### config.mk
export PLATFORM = sky130hd
export DESIGN_NAME = smt_entry_ram
export DESIGN_NICKNAME = d
export VERILOG_FILES = /design/src/sv/smt_pkg.sv /design/src/sv/smt_entry_ram.sv
export SDC_FILE = /design/constraint.sdc
export NUM_CORES = 2
export LEC_CHECK = 0
export ABC_AREA = 0
export ABC_CLOCK_PERIOD_IN_PS = 7380
export BUFFER_PORTS_ARGS = -buffer_cell sky130_fd_sc_hd__buf_2
export CAP_MARGIN = 0
export CORE_MARGIN = 2
export CORE_UTILIZATION = 55
export CTS_CLUSTER_DIAMETER = 120
export DETAILED_ROUTE_END_ITERATION = 12
export PLACE_DENSITY = 0.71
export SYNTH_ARGS = -nofsm -noshare
export SYNTH_HDL_FRONTEND = slang
export SYNTH_SLANG_ARGS = --single-unit
### constraint.sdc
create_clock -name clk -period 7.38 [get_ports clk]
set_input_delay 1.107 -clock clk [delete_from_list [all_inputs] [get_ports clk]]
set_output_delay 1.107 -clock clk [all_outputs]
set_load 0.01 [all_outputs]
### src/sv/smt_pkg.sv
// shared types and constants for the sparse matrix fast transpose block
package smt_pkg;

  // fixed field widths
  localparam int IDX_W = 7;
  localparam int VAL_W = 32;
  localparam int DIM_W = 8;
  localparam int CFG_IDX_W = 2;

  // configuration register indexes
  localparam logic [CFG_IDX_W-1:0] REG_NUM_ROWS = 2'd0;
  localparam logic [CFG_IDX_W-1:0] REG_NUM_COLS = 2'd1;

  // reset value of both dimension registers
  localparam logic [DIM_W-1:0] DIM_RESET = 8'd128;

  // input beat
  typedef struct packed {
    logic [IDX_W-1:0]        in_row;
    logic [IDX_W-1:0]        in_col;
    logic signed [VAL_W-1:0] in_value;
    logic                    last;
  } in_t;

  // result beat
  typedef struct packed {
    logic [IDX_W-1:0]        out_row;
    logic [IDX_W-1:0]        out_col;
    logic signed [VAL_W-1:0] out_value;
    logic                    out_last;
    logic                    dropped;
  } out_t;

  // one stored triplet, 46 bits
  typedef struct packed {
    logic [IDX_W-1:0]        row;
    logic [IDX_W-1:0]        col;
    logic signed [VAL_W-1:0] value;
  } ent_t;

  // control strobes of the column memory
  typedef struct packed {
    logic rd_en;
    logic wr_en;
    logic clr;
  } col_ctl_t;

  // sequencer phases
  typedef enum logic [1:0] {
    ST_LOAD,
    ST_PREFIX,
    ST_SCATTER,
    ST_EMIT
  } state_t;

endpackage

### src/sv/smt_entry_ram.sv
// triplet memory, one write port and one registered read port
module smt_entry_ram #(
  parameter int DEPTH = 64,
  parameter int AW = (DEPTH > 1) ? $clog2(DEPTH) : 1
) (
  input  logic          clk,
  input  logic          rd_en,
  input  logic [AW-1:0] rd_addr,
  input  logic          wr_en,
  input  logic [AW-1:0] wr_addr,
  input  smt_pkg::ent_t wr_data,
  output smt_pkg::ent_t rd_data
);
  import smt_pkg::*;

  ent_t mem [DEPTH];
  ent_t rd_data_r;

  // write port
  always_ff @(posedge clk) begin
    if (wr_en) begin
      mem[wr_addr] <= wr_data;
    end
  end

  // read port, data registered on rd_en
  always_ff @(posedge clk) begin
    if (rd_en) begin
      rd_data_r <= mem[rd_addr];
    end
  end

  assign rd_data = rd_data_r;

endmodule

==> impl_metrics.py <==
metrics = {
    "run_status": {
        "run_status": "finished, final reports clean",
    },
    "worst_hold_path": {
        "hold_path_sink": "mem[54][32]",
        "hold_path.startpoint": "wr_addr[2]",
        "cell_depth_of_the_worst_min_delay_path": 3,
        "path_class_of_the_lowest_slack_min_delay_path": "input pin to flip-flop",
    },
    "critical_path": {
        "slowest_stage_cell_crit_path": "nand2_1",
        "r2r_setup_slack_ps": 5140,
        "timing.critical_path.required_ps": 8080,
        "max_stage_delay_ps": 950,
        "worstSetupEndpointType": "flip-flop",
        "timing.rr.end": "rd_data[40]",
        "worst-setup-path-type": "input pin to flip-flop",
        "r2r-start": "mem[5][40]",
        "crit_path_cell_trace": "buf_4 > buf_4 > nand2_1 > or2_2 > o22ai_1 > nor3_1 > o22a_1",
        "start_kind": "input pin",
        "critical_path.max_fanout": 29,
        "cpMostUsedCell": "buf_4",
        "r2r_cells": 5,
        "arrival_ps": 4620,
    },
    "clock_network": {
        "htreeDepth": 5,
        "cts-root-to-sink-buffers": 4,
        "clock_insertion_delay_worst_skew_ps": 950,
        "cts.sink_count": 2990,
        "clk_pin_slew_worst_paths_ps": 60,
        "cts_tree": "yes",
        "clockRootBuffer": "clkbuf_16",
        "numCtsBuffers": 303,
        "cts_hold_buffers": 0,
        "postCtsSetupRepairBufs": 0,
        "cts_resized": 0,
    },
    "power": {
        "power.clock.fraction": 0.412,
        "power_switching_share": 0.208,
        "power_density_mw_per_mm2": 276,
        "power.leakage_uw": 0.0387,
        "net-switching-power_uw": 7250,
        "seqPwrFrac": 0.543,
        "ir_worst_vdd_mv": 0.321,
        "power.share.combinational": 0.045,
        "cell_internal_pwr_uw": 27600,
    },
    "synthesis": {
        "post_synth_inst_count": 4805,
        "synth_sequential_area_ratio": 0.797,
        "synth-main-ff-cell": "edfxtp_1",
        "synth_seq_cells": 2990,
        "synthDistinctLibCells": 40,
        "async_flop_share": 0,
        "synthesized_nets": 4866,
        "count_of_flip_flops_with_a_built_in_enable_after_synthesis": 2990,
        "syn-mean-instance-area_um2": 23.4,
        "yosys_warnings": 0,
        "syn-cell-area_mm2": 0.113,
    },
    "global_routing": {
        "antenna_found_initial": 19,
        "grt_pass1_vias": 54600,
        "global_route_wire_length_before_repair_mm": 413,
        "groute.usage.overall": 0.284,
        "grt_max_degree": 114,
        "grt_overflow": 0,
    },
    "floorplan": {
        "placementRows": 166,
        "start_util": 0.552,
        "die_area_mm2": 0.208,
        "die_width_um": 457,
        "die_height_um": 457,
        "design.core.area_mm2": 0.204,
        "design.portCount": 107,
    },
    "detailed_routing": {
        "finalWirelength_mm": 295,
        "drt-pass1-iter-count": 6,
        "drc": 0,
        "wire_per_inst_um": 36.9,
        "drt-vias-per-instance": 6.86,
        "drt-initial-drc-count": 8342,
        "vias": 54700,
        "ant_nets": 0,
    },
    "place": {
        "gp_congestion": 0.826,
        "place_inst": 7468,
        "port_buffers": 106,
        "dp_hpwl_mm": 158,
    },
    "sta": {
        "final.setup.tns_ps": 0,
        "achievable-frequency_ghz": 0.256,
        "min_period_over_period": 0.530,
        "finish_stage_setup_viols": 0,
        "transition_time_of_the_tightest_slew_check_pin_ps": 1360,
        "final_hold_fails": 0,
        "final_max_slew_viol_count": 0,
        "rsz0062_at_grt": "no",
        "finClkSkew_ps": 34.6,
        "max-slew-margin-rel": 0.0907,
        "final.min_clock_period_ps": 3910,
    },
    "flow_run": {
        "max_cap_viol_count": 0,
    },
    "final_layout": {
        "post_route_cells_drive_above_1_share": 0.270,
        "instances_no_fill": 7983,
        "final_nets": 5146,
        "areaGrowthSynthToFinish_pct": 11.9,
    },
}
## layout by cell type, fill, tap and decap left out, types with 4 or more instances in the layout
| cell | n |
|---|---|
| buf_4 | 128 |
| o22a_1 | 26 |
| o211ai_1 | 16 |
| or2_2 | 6 |
| buf_12 | 16 |
| o22ai_1 | 171 |
| and3_1 | 10 |
| clkbuf_16 | 308 |
| nand3_1 | 60 |
| diode_2 | 8 |
| clkinv_1 | 68 |
| nand2b_1 | 8 |
| o221ai_1 | 32 |
| nor2b_2 | 4 |
| nor3_1 | 39 |
| nor2_4 | 62 |
| nand2_1 | 23 |
| clkbuf_1 | 63 |
| and4_1 | 10 |
| clkinv_4 | 4 |
| a22oi_1 | 110 |
| clkinv_2 | 42 |
| mux4_2 | 711 |
| mux2i_1 | 59 |
| nor2_1 | 18 |
| edfxtp_1 | 2990 |
| a211oi_1 | 58 |
| buf_2 | 101 |
| nor4_1 | 24 |
| bufinv_16 | 16 |
| nor2b_1 | 54 |
| nand3b_1 | 4 |
| mux2_2 | 4 |
## critical path: cells and delay by family
kind	cells	cell delay [ps]
AOI/OAI and AO/OA	2	440
buffers and inverters	2	1050
and+or+nand+nor	3	1950
## through the flow
stage / hold WS, ps / worst slack, ps / utilization / area (µm²) / total power (µW)
final: 884 / 3470 / 0.617 / 126000 / 34800
after CTS: 839 / 3630 / 0.617 / 126000 / 34900
after floorplan: 846 / 2130 / - / 113000 / 20100
after detailed placement: 884 / 2630 / 0.573 / 117000 / 20800
after global routing: 887 / 3560 / 0.617 / 126000 / 35600
after global placement: 882 / 2680 / 0.573 / 117000 / 20800
## Yosys cell counts (3+ instances only)
master     instances  area, µm²
nand3_1           60        300
nand2_1           25       93.8
and3_1            10       62.6
mux2i_1           59        591
a22oi_1          110        826
a211oi_1          58        435
nor2b_1           59        369
nand2b_1          10       62.6
edfxtp_1        2990      89800
a2111oi_2          3       45.0
mux4_2           711      16000
o211ai_1          16        120
a221oi_1           3       26.3
nor4_1            25        156
o221ai_1          32        280
o22ai_1          171       1070
buf_1             22       82.6
nor3_1            41        205
nand3b_1           4       30.0
and2_1             3       18.8
and4_1            10       87.6
nor2_1            82        308
buf_6             16        180
buf_4             35        263
mux2_2             4       45.0
or2_2              6       37.5
o22a_1            26        228
buf_2             61        305
clkbuf_1         138        518
## power by group through the flow
stage / clock (µW) / combinational (µW) / sequential, µW
floorplan: 0 / 869 / 19200
global placement: 0 / 1530 / 19300
detailed placement: 0 / 1560 / 19300
CTS: 14400 / 1570 / 18900
global route: 15100 / 1650 / 18900
finish: 14300 / 1570 / 18900
## state kept, by name, indices dropped and copies added, names as in the netlist
signal and cells:
mem 2944, rd_data 46
## layer usage
| layer | share of wire | up-vias | GRT usage |
|---|---|---|---|
| met4 | 0.039 | 10 | 0.104 |
| met1 | 0.36 | 29200 | 0.392 |
| met2 | 0.49 | 3644 | 0.453 |
| met5 | 0.00023 | - | 0 |
| li1 | - | 21300 | - |
| met3 | 0.11 | 605 | 0.0590 |
## cell families after synthesis
kind of cell / count (synthesis) / share of synthesized area
buffers and inverters: 273 / 0.0120
DFF: 2990 / 0.797
muxes: 774 / 0.148
AOI/OAI and AO/OA: 426 / 0.0273
and+or+nand+nor: 342 / 0.0158
## layout make-up
class / count / area (µm²)
clock buffer: 371 / 7940
sequential: 2990 / 89800
timing repair buffer: 247 / 1820
antenna: 8 / 20.0
clock inverter: 136 / 1050
fill: 13400 / 78200
multi-input combinational: 1542 / 22000
tap: 2688 / 3360
inverter: 1 / 3.75
## worst max path at each step
stage	startpoint	endpoint	slack, ps
CTS	rd_addr[3]	rd_data[8]	3630
detailed placement	rd_addr[3]	rd_data[8]	2630
global route	rd_addr[3]	rd_data[8]	3560
finish	rd_addr[3]	rd_data[8]	3470
floorplan	wr_addr[3]	mem[48][0]	2130
global placement	rd_addr[3]	rd_data[8]	2680
(Power assumes the default switching activity.)
