**src/sv/smt_pkg.sv**
```systemverilog
// shared types and constants for the sparse matrix fast transpose block
package smt_pkg;

  // fixed field widths
  localparam int IDX_W = 7;
  localparam int VAL_W = 32;
  localparam int DIM_W = 8;
  localparam int CFG_IDX_W = 2;

  // configuration register indexes
  localparam logic [CFG_IDX_W-1:0] REG_NUM_ROWS = 2'd0;
  localparam logic [CFG_IDX_W-1:0] REG_NUM_COLS = 2'd1;

  // reset value of both dimension registers
  localparam logic [DIM_W-1:0] DIM_RESET = 8'd128;

  // input beat
  typedef struct packed {
    logic [IDX_W-1:0]        in_row;
    logic [IDX_W-1:0]        in_col;
    logic signed [VAL_W-1:0] in_value;
    logic                    last;
  } in_t;

  // result beat
  typedef struct packed {
    logic [IDX_W-1:0]        out_row;
    logic [IDX_W-1:0]        out_col;
    logic signed [VAL_W-1:0] out_value;
    logic                    out_last;
    logic                    dropped;
  } out_t;

  // one stored triplet, 46 bits
  typedef struct packed {
    logic [IDX_W-1:0]        row;
    logic [IDX_W-1:0]        col;
    logic signed [VAL_W-1:0] value;
  } ent_t;

  // control strobes of the column memory
  typedef struct packed {
    logic rd_en;
    logic wr_en;
    logic clr;
  } col_ctl_t;

  // sequencer phases
  typedef enum logic [1:0] {
    ST_LOAD,
    ST_PREFIX,
    ST_SCATTER,
    ST_EMIT
  } state_t;

endpackage

```
**src/sv/smt_col_ram.sv**
```systemverilog
// per-column count and slot memory with per-entry valid bits
module smt_col_ram #(
  parameter int DEPTH = 128,
  parameter int AW = (DEPTH > 1) ? $clog2(DEPTH) : 1,
  parameter int DW = 7
) (
  input  logic              clk,
  input  logic              rst_n,
  input  smt_pkg::col_ctl_t ctl,
  input  logic [AW-1:0]     rd_addr,
  input  logic [AW-1:0]     wr_addr,
  input  logic [DW-1:0]     wr_data,
  output logic [DW-1:0]     rd_data
);
  import smt_pkg::*;

  logic [DW-1:0] mem [DEPTH];
  logic [DEPTH-1:0] vld_r;
  logic [DW-1:0] rd_data_r;
  logic rd_vld_r;

  // storage write
  always_ff @(posedge clk) begin
    if (ctl.wr_en) begin
      mem[wr_addr] <= wr_data;
    end
  end

  // read data and its valid bit, sampled together
  always_ff @(posedge clk) begin
    if (ctl.rd_en) begin
      rd_data_r <= mem[rd_addr];
    end
  end

  always_ff @(posedge clk) begin
    if (!rst_n) begin
      rd_vld_r <= 1'b0;
    end else if (ctl.rd_en) begin
      rd_vld_r <= vld_r[rd_addr];
    end
  end

  // valid bits: cleared at once, set on write
  always_ff @(posedge clk) begin
    if (!rst_n) begin
      vld_r <= '0;
    end else if (ctl.clr) begin
      vld_r <= '0;
    end else if (ctl.wr_en) begin
      vld_r[wr_addr] <= 1'b1;
    end
  end

  // an unwritten column reads as zero
  assign rd_data = rd_vld_r ? rd_data_r : '0;

endmodule

```
**config.mk**
```make
export PLATFORM = sky130hd
export DESIGN_NAME = smt_col_ram
export DESIGN_NICKNAME = d
export VERILOG_FILES = /design/src/sv/smt_pkg.sv /design/src/sv/smt_col_ram.sv
export SDC_FILE = /design/constraint.sdc
export NUM_CORES = 1
export LEC_CHECK = 0
export BUFFER_PORTS_ARGS = -buffer_cell sky130_fd_sc_hd__buf_2
export CORE_ASPECT_RATIO = 1.25
export CORE_MARGIN = 2
export CORE_UTILIZATION = 30
export CTS_CLUSTER_DIAMETER = 40
export DETAILED_ROUTE_END_ITERATION = 7
export SLEW_MARGIN = 20
export SYNTH_ARGS = -nofsm -noshare
export SYNTH_HDL_FRONTEND = slang
export SYNTH_SLANG_ARGS = --single-unit
```
**constraint.sdc**
```tcl
create_clock -name clk -period 5 [get_ports clk]
set_input_delay 0.75 -clock clk [delete_from_list [all_inputs] [get_ports clk]]
set_output_delay 0.75 -clock clk [all_outputs]
set_load 0.05 [all_outputs]
```
==> reports/qor.yml, run 1 <==
status: "complete, no violations"
synth_seq_cells: 1032
post_cts_buffers: 0
cp_num_cells: 6
power_frac_clock_pct: 42.5
via_per_inst: 5.019
cap_violations: 0
synthTopCellsByArea: "edfxtp_1 68%, mux4_2 18%, dfxtp_1 6.5%"
min_path_cells: 3
ys_seq_area_share_pct: 74.95
synthesis.nets: 1981
num_rows: 149
pin_count: 33
initial_core_util_pct: 30.11
worst_clock_skew_ns: 0.03511
tightest_slew_ns: 1.176
drive_gt1_share_pct: 27.69
synth.top_cell.area_share_pct: 68.43
finalHoldViolCount: 0
wl_um: 97760
path_delay_family: "multiplexers"
p_sw_share_pct: 21.53
yosysWarnings: 0
cts_hold_buf: 0
hpwl_um: 61390
grt_setup_unrepaired: "no"
cts_resized: 0
core_area_um2: 131600
synth-edff-count: 903
cts_sinks: 1032
routabilityCongestion: 0.7969
cp_cell_sequence: "buf_8 -> buf_4 -> mux4_2 -> mux4_2 -> mux4_2 -> mux2_2"
path_buf_inv: 2
grt_remaining_overflow: 0
powerDensity_nw_per_um2: 393.3
stdcell_count: 3860
syn_area_um2: 39630
synth_common_cells: "903 x edfxtp_1, 382 x nor2_1, 324 x mux4_2"
htree_levels: 3
switchingPower_uw: 3845
grt_pass1_vias: 20040
vias: 19380
dr.pass1.iters: 5
cp_slowest_stage_delay_ns: 0.55
seq_power_share_pct: 52.7
tns_ns: 0
final_nets: 2060
drt_iter0_markers: 1894
fin_crit_ns: 3.169
grt_pass1_wl_um: 141800
p_leak_uw: 0.01386
cp_data_required_time_ns: 5.46
cts_tree: "done"
critPathMaxFanout: 62
port_buffers: 32
cts_buffers: 100
max_freq_mhz: 315.5
drcViolationCount: 0
syn_inst: 1955
dp.cells: 3668
antenna_found_initial: 9
synth_flop_cell: "edfxtp_1"
die_y_um: 410.3
worstPathArrival_ns: 3.63
area_growth_syn_to_layout_pct: 14.61
synth_largest_area_cell: "edfxtp_1"
ant_nets: 0
min-delay-path-class: "in -> reg"
pwr-share-comb_pct: 4.7
crit_top_cell: "mux4_2"
internal-power_uw: 14020
async_flop_share_pct: 0
reg2regPathDepth: 4
clockBufferDepth: 3
root_buffer: "clkbuf_16"
dieArea_um2: 135000
grt_max_degree: 93
grtUsageTotal_pct: 14.53
die-width_um: 329.1
slew_viol_final: 0
syn_avg_cell_area_um2: 20.27
crit_path_start_kind: "primary input"
insertion_delay_ns: 0.71
synthDistinctLibCells: 38
crit_type: "in -> reg"
worst_setup_path_end_kind: "flop"
finalSetupViolCount: 0
slew-limit-headroom_pct: 21.41
final.period_utilization_pct: 63.39
wl_per_cell_um: 25.33
crit_slowest_cell: "mux4_2"
cts.clk_slew.worst_paths_ns: 0.07
yosys.cell_count.top_type: "edfxtp_1"
ir_drop_mv: 0.3144
fill_cells: 12270
## cells in the final DEF, fill, tap and decap left out, drive strengths merged
master | Yosys | layout
a31oi | 2 | 2
clkinvlp | 0 | 5
a211oi | 2 | 2
nor4b | 1 | 1
o2111a | 1 | 1
nand3 | 15 | 15
nor2b | 7 | 7
nand2 | 13 | 13
dfxtp | 129 | 129
diode | 0 | 4
or2 | 5 | 5
a22oi | 2 | 2
clkinv | 2 | 31
or3b | 1 | 1
edfxtp | 903 | 903
a2111oi | 4 | 4
mux2i | 5 | 5
nor4 | 1 | 1
mux4 | 324 | 324
o21ai | 4 | 4
a21oi | 3 | 3
nor2 | 382 | 382
a22o | 2 | 2
or3 | 1 | 1
o21a | 6 | 6
buf | 49 | 80
and2 | 11 | 11
clkbuf | 54 | 135
bufinv | 0 | 7
a311oi | 1 | 1
inv | 5 | 17
a32oi | 1 | 1
mux2 | 11 | 11
nand4 | 2 | 2
nand4b | 1 | 1
nand2b | 2 | 2
nand3b | 3 | 3
## per-stage QoR
| stage | hold WS, ns | cell area [µm²] | setup slack [ns] | utilization, % | total power, µW |
|---|---|---|---|---|---|
| 6_report | 0.4473 | 45410 | 1.831 | 34.50 | 17860 |
| 5_1_grt | 0.4361 | 45410 | 1.818 | 34.50 | 18340 |
| 4_1_cts | 0.4014 | 45390 | 1.877 | 34.49 | 17970 |
| 3_5_place_dp | 0.4533 | 42080 | 1.126 | 31.97 | 10460 |
| 3_3_place_gp | 0.4419 | 42070 | 1.116 | 31.96 | 10440 |
| 2_1_floorplan | 0.4346 | 39630 | 1.611 | - | 10080 |
## flip-flops by register name, indices dropped and copies added, names as in the netlist
name	count
rd_vld_r	1
vld_r	128
mem	896
rd_data_r	7
## cell type report
cell class                 count  area [µm²]  share of cell area (%)
timing repair buffer          80       698.2                   1.537
antenna                        4       10.01                 0.02204
clock inverter                53       563.0                   1.240
multi-input combinational    813        9485                   20.89
tap                         1736        2172                   4.783
clock buffer                 135        2754                   6.064
inverter                       7       33.78                 0.07439
sequential                  1032       29700                   65.39
## power groups by stage
stage / combinational [µW] / clock [µW] / sequential, µW
floorplan: 490 / 0 / 9590
global placement: 842 / 0 / 9600
detailed placement: 855 / 0 / 9600
CTS: 857 / 7700 / 9420
global route: 894 / 8040 / 9410
finish: 846 / 7600 / 9420
## cells by family after synthesis
family | after synthesis | share of synthesized area, %
DFF | 1032 | 74.95
and+or+nand+nor | 445 | 4.512
muxes | 340 | 18.85
buffers and inverters | 110 | 1.175
AOI/OAI and AO/OA | 28 | 0.5146
## worst register-to-register path: cells and delay by family, from the launching register on
family	cells	cell delay, ns
muxes	4	1.91
DFF	1	0.39
## per-layer routing
metal	GRT usage (%)	vias to the layer above	wire, µm
met5	0	-	41
met3	2.696	152	5682
met1	17.83	10470	38000
li1	-	8046	-
met2	25.40	705	51050
met4	5.337	6	2984
## path summary, 6_finish.rpt
check | start | end | slack, ns
hold reg to reg | vld_r[66] | vld_r[66] | 0.47
setup / recovery | rd_addr[1] | rd_data_r[5] | 1.83
setup reg to reg | mem[27][3] | rd_data_r[3] | 2.44
hold / removal | rst_n | rd_vld_r | 0.45
Power figures use the tool's default switching activity.
==> run 2: changes to the inputs <==
==> constraint.sdc (replaced) <==
create_clock -name clk -period 3.1 [get_ports clk]
set_input_delay 0.465 -clock clk [delete_from_list [all_inputs] [get_ports clk]]
set_output_delay 0.465 -clock clk [all_outputs]
set_load 0.05 [all_outputs]
==> run 2 against run 1 <==
  * Register-to-register slack got worse by 1.9 ns
  * Via count grew 1.5%
  * Clock-buffer cell count shrank 13
  * Final cell count increased by 4.5%
  * Sequential share of layout area is 2.3 points lower
  * First-iteration DRC count decreased by 6.1%
  * Sequential power is 61% higher
  * Combinational power grew 80%
  * Largest cell class unchanged
==> reports/qor.yml, run 2 (synthesis results as in run 1) <==
antennaDiodeCount: 0  # was 4
root_buffer: "clkbuf_16"  # unchanged
port_buffers: 32  # unchanged
reg2regPathDepth: 4  # unchanged
crit_top_cell: "mux4_2"  # unchanged
grt_pass1_vias: 20570  # was 20040
ant_nets: 0  # unchanged
seqCellArea_um2: 29700  # unchanged
core_area_um2: 131600  # unchanged
highest_layer: "met5"  # unchanged
cts_tree: "done"  # unchanged
finalHoldViolCount: 0  # unchanged
wl_met1_um: 36930  # was 38000 µm
post_cts_buffers: 0  # unchanged
min-delay-path-class: "in -> reg"  # unchanged
multi_input_area_um2: 9470  # was 9485 µm²
powerDensity_nw_per_um2: 616.5  # was 393.3 nW/µm²
grt_setup_unrepaired: "no"  # unchanged
top_register: "mem"  # unchanged
tightest_slew_ns: 1.012  # was 1.176 ns
grt_pass1_wl_um: 141100  # was 141800 µm
final_nets: 2237  # was 2060
critPathMaxFanout: 12  # was 62
cts.clk_slew.worst_paths_ns: 0.06  # was 0.07 ns
cp_slowest_stage_delay_ns: 0.59  # was 0.55 ns
crit_end: "rd_data_r[4]"  # was rd_data_r[5]
initial_core_util_pct: 30.11  # unchanged
routed-wl-met2_um: 50310  # was 51050 µm
drcViolationCount: 0  # unchanged
p_leak_uw: 0.01491  # was 0.01386 µW
postLayoutCoreUtil_pct: 35.79  # was 34.50%
max_freq_mhz: 386.2
via_per_inst: 4.875  # was 5.019
startpoint: "rd_addr[0]"  # was rd_addr[1]
pin_count: 33  # unchanged
vias: 19670  # was 19380
drt_iter0_markers: 1779  # was 1894
largest_reg_flops: 896  # unchanged
timing.rr.start: "mem[39][4]"  # was mem[27][3]
cp_num_cells: 7  # was 6
die_y_um: 410.3  # unchanged
wl_um: 96950  # was 97760 µm
ir_drop_mv: 0.5177  # was 0.3144 mV
htree_levels: 3  # unchanged
dieArea_um2: 135000  # unchanged
antenna_found_initial: 15  # was 9
worst_clock_skew_ns: 0.04903  # was 0.03511 ns
wl_met3_um: 5716  # was 5682 µm
cp_data_required_time_ns: 3.55  # was 5.46 ns
routabilityCongestion: 0.8176  # was 0.7969
fin_crit_ns: 2.589
final.period_utilization_pct: 83.52
insertion_delay_ns: 0.71  # about the same
status: "complete, no violations"  # unchanged
drive_gt1_share_pct: 32.88  # was 27.69%
grt_max_degree: 129  # was 93
wl_per_cell_um: 24.03  # was 25.33 µm
mostFrequentLayoutCell: "edfxtp_1"  # unchanged
fill_cells: 12190  # was 12270
cts_sinks: 1032  # unchanged
cts_hold_buf: 0  # unchanged
top_regs: "mem: 896 flops, vld_r: 128 flops, rd_data_r: 7 flops"  # unchanged
die-width_um: 329.1  # unchanged
clockBufferDepth: 3  # unchanged
finalSetupViolCount: 0  # unchanged
crit_path_start_kind: "primary input"  # unchanged
cp_cell_sequence: "buf_8 -> buf_12 -> buf_12 -> mux4_2 -> mux4_2 -> mux4_2 -> mux2_2"  # was buf_8 -> buf_4 -> mux4_2 -> mux4_2 -> mux4_2 -> mux2_2
num_rows: 149  # unchanged
crit_type: "in -> reg"  # unchanged
slew-limit-headroom_pct: 32.40  # was 21.41%
worst_setup_path_end_kind: "flop"  # unchanged
r2r_setup_slack_ns: 0.55  # was 2.44 ns
area_growth_syn_to_layout_pct: 18.88  # was 14.61%
dr.pass1.iters: 5  # unchanged
path_buf_inv: 3  # was 2
cts_resized: 0  # unchanged
totalPowerFinal_uw: 29040  # was 17860 µW
cts_buffers: 102  # was 100
final_cell_mix: "903 x edfxtp_1, 382 x nor2_1, 324 x mux4_2"  # was 903 x edfxtp_1, 376 x nor2_1, 324 x mux4_2
grtUsageTotal_pct: 14.36  # was 14.53%
r2r_end: "rd_data_r[4]"  # was rd_data_r[3]
worstPathArrival_ns: 3.04  # was 3.63 ns
crit_slowest_cell: "mux4_2"  # unchanged
path_delay_family: "multiplexers"  # unchanged
grt_remaining_overflow: 0  # unchanged
slew_viol_final: 0  # unchanged
hpwl_um: 64730  # was 61390 µm
cap_violations: 0  # unchanged
[run 2: changes by cell type in the layout (fill, tap and decap cells not counted), sizes merged]
cell      previous run  this run
inv                 17        19
clkinv              31        43
buf                 80       255
diode                4         0
clkbuf             135       122
bufinv               7         8
clkinvlp             5         7
[run 2: how the worst min path moves through the flow]
stage	start	end	slack, ns	cells past startpoint
after floorplan	vld_r[93]	vld_r[93]	0.43	2
after global placement	vld_r[74]	vld_r[74]	0.44	1
after detailed placement	vld_r[52]	vld_r[52]	0.46	2
after CTS	rst_n	rd_vld_r	0.04	3
after global routing	rst_n	rd_vld_r	0.09	3
final	rst_n	rd_vld_r	0.11	3
[run 2: per-stage QoR]
step                setup WS [ns]  area (µm²)  setup TNS (ns)  hold slack, ns  cells
floorplan                0.005475       39630               0          0.4346   1955
global placement          -0.2449       43730          -1.437          0.4413   3843
detailed placement        -0.1912       43730          -1.308          0.4565   3843
CTS                        0.5622       47110               0         0.04446   4035
global route               0.4968       47110               0         0.08808   4035
finish                     0.5110       47110               0          0.1059   4035
[run 2: final cells by class]
cell class              count  area share [%]
multi-input cells         813           20.10
inverters                   7         0.06109
repair buffers            255           5.015
well taps                1736           4.611
flip-flops and latches   1032           63.05
clock inverters            70           1.564
clock buffers             122           5.599
[run 2: worst register-to-register path: stages, from the launching register on]
cell	delay [ns]
edfxtp_1	0.37
mux4_2	0.52
mux4_2	0.53
mux4_2	0.59
mux2_2	0.30
[run 2: where the power goes]
group	internal [µW]	switching (µW)	total, µW
Sequential	15200	34.1	15200
Combinational	646	872	1520
Clock	6870	5460	12300
Total	22700	6370	29000
[run 2: layer usage]
metal / up-vias / global-route usage (%)
li1: 8404 / -
met1: 10420 / 17.34
met2: 649 / 24.99
met3: 186 / 2.749
met4: 14 / 6.042
met5: - / 0
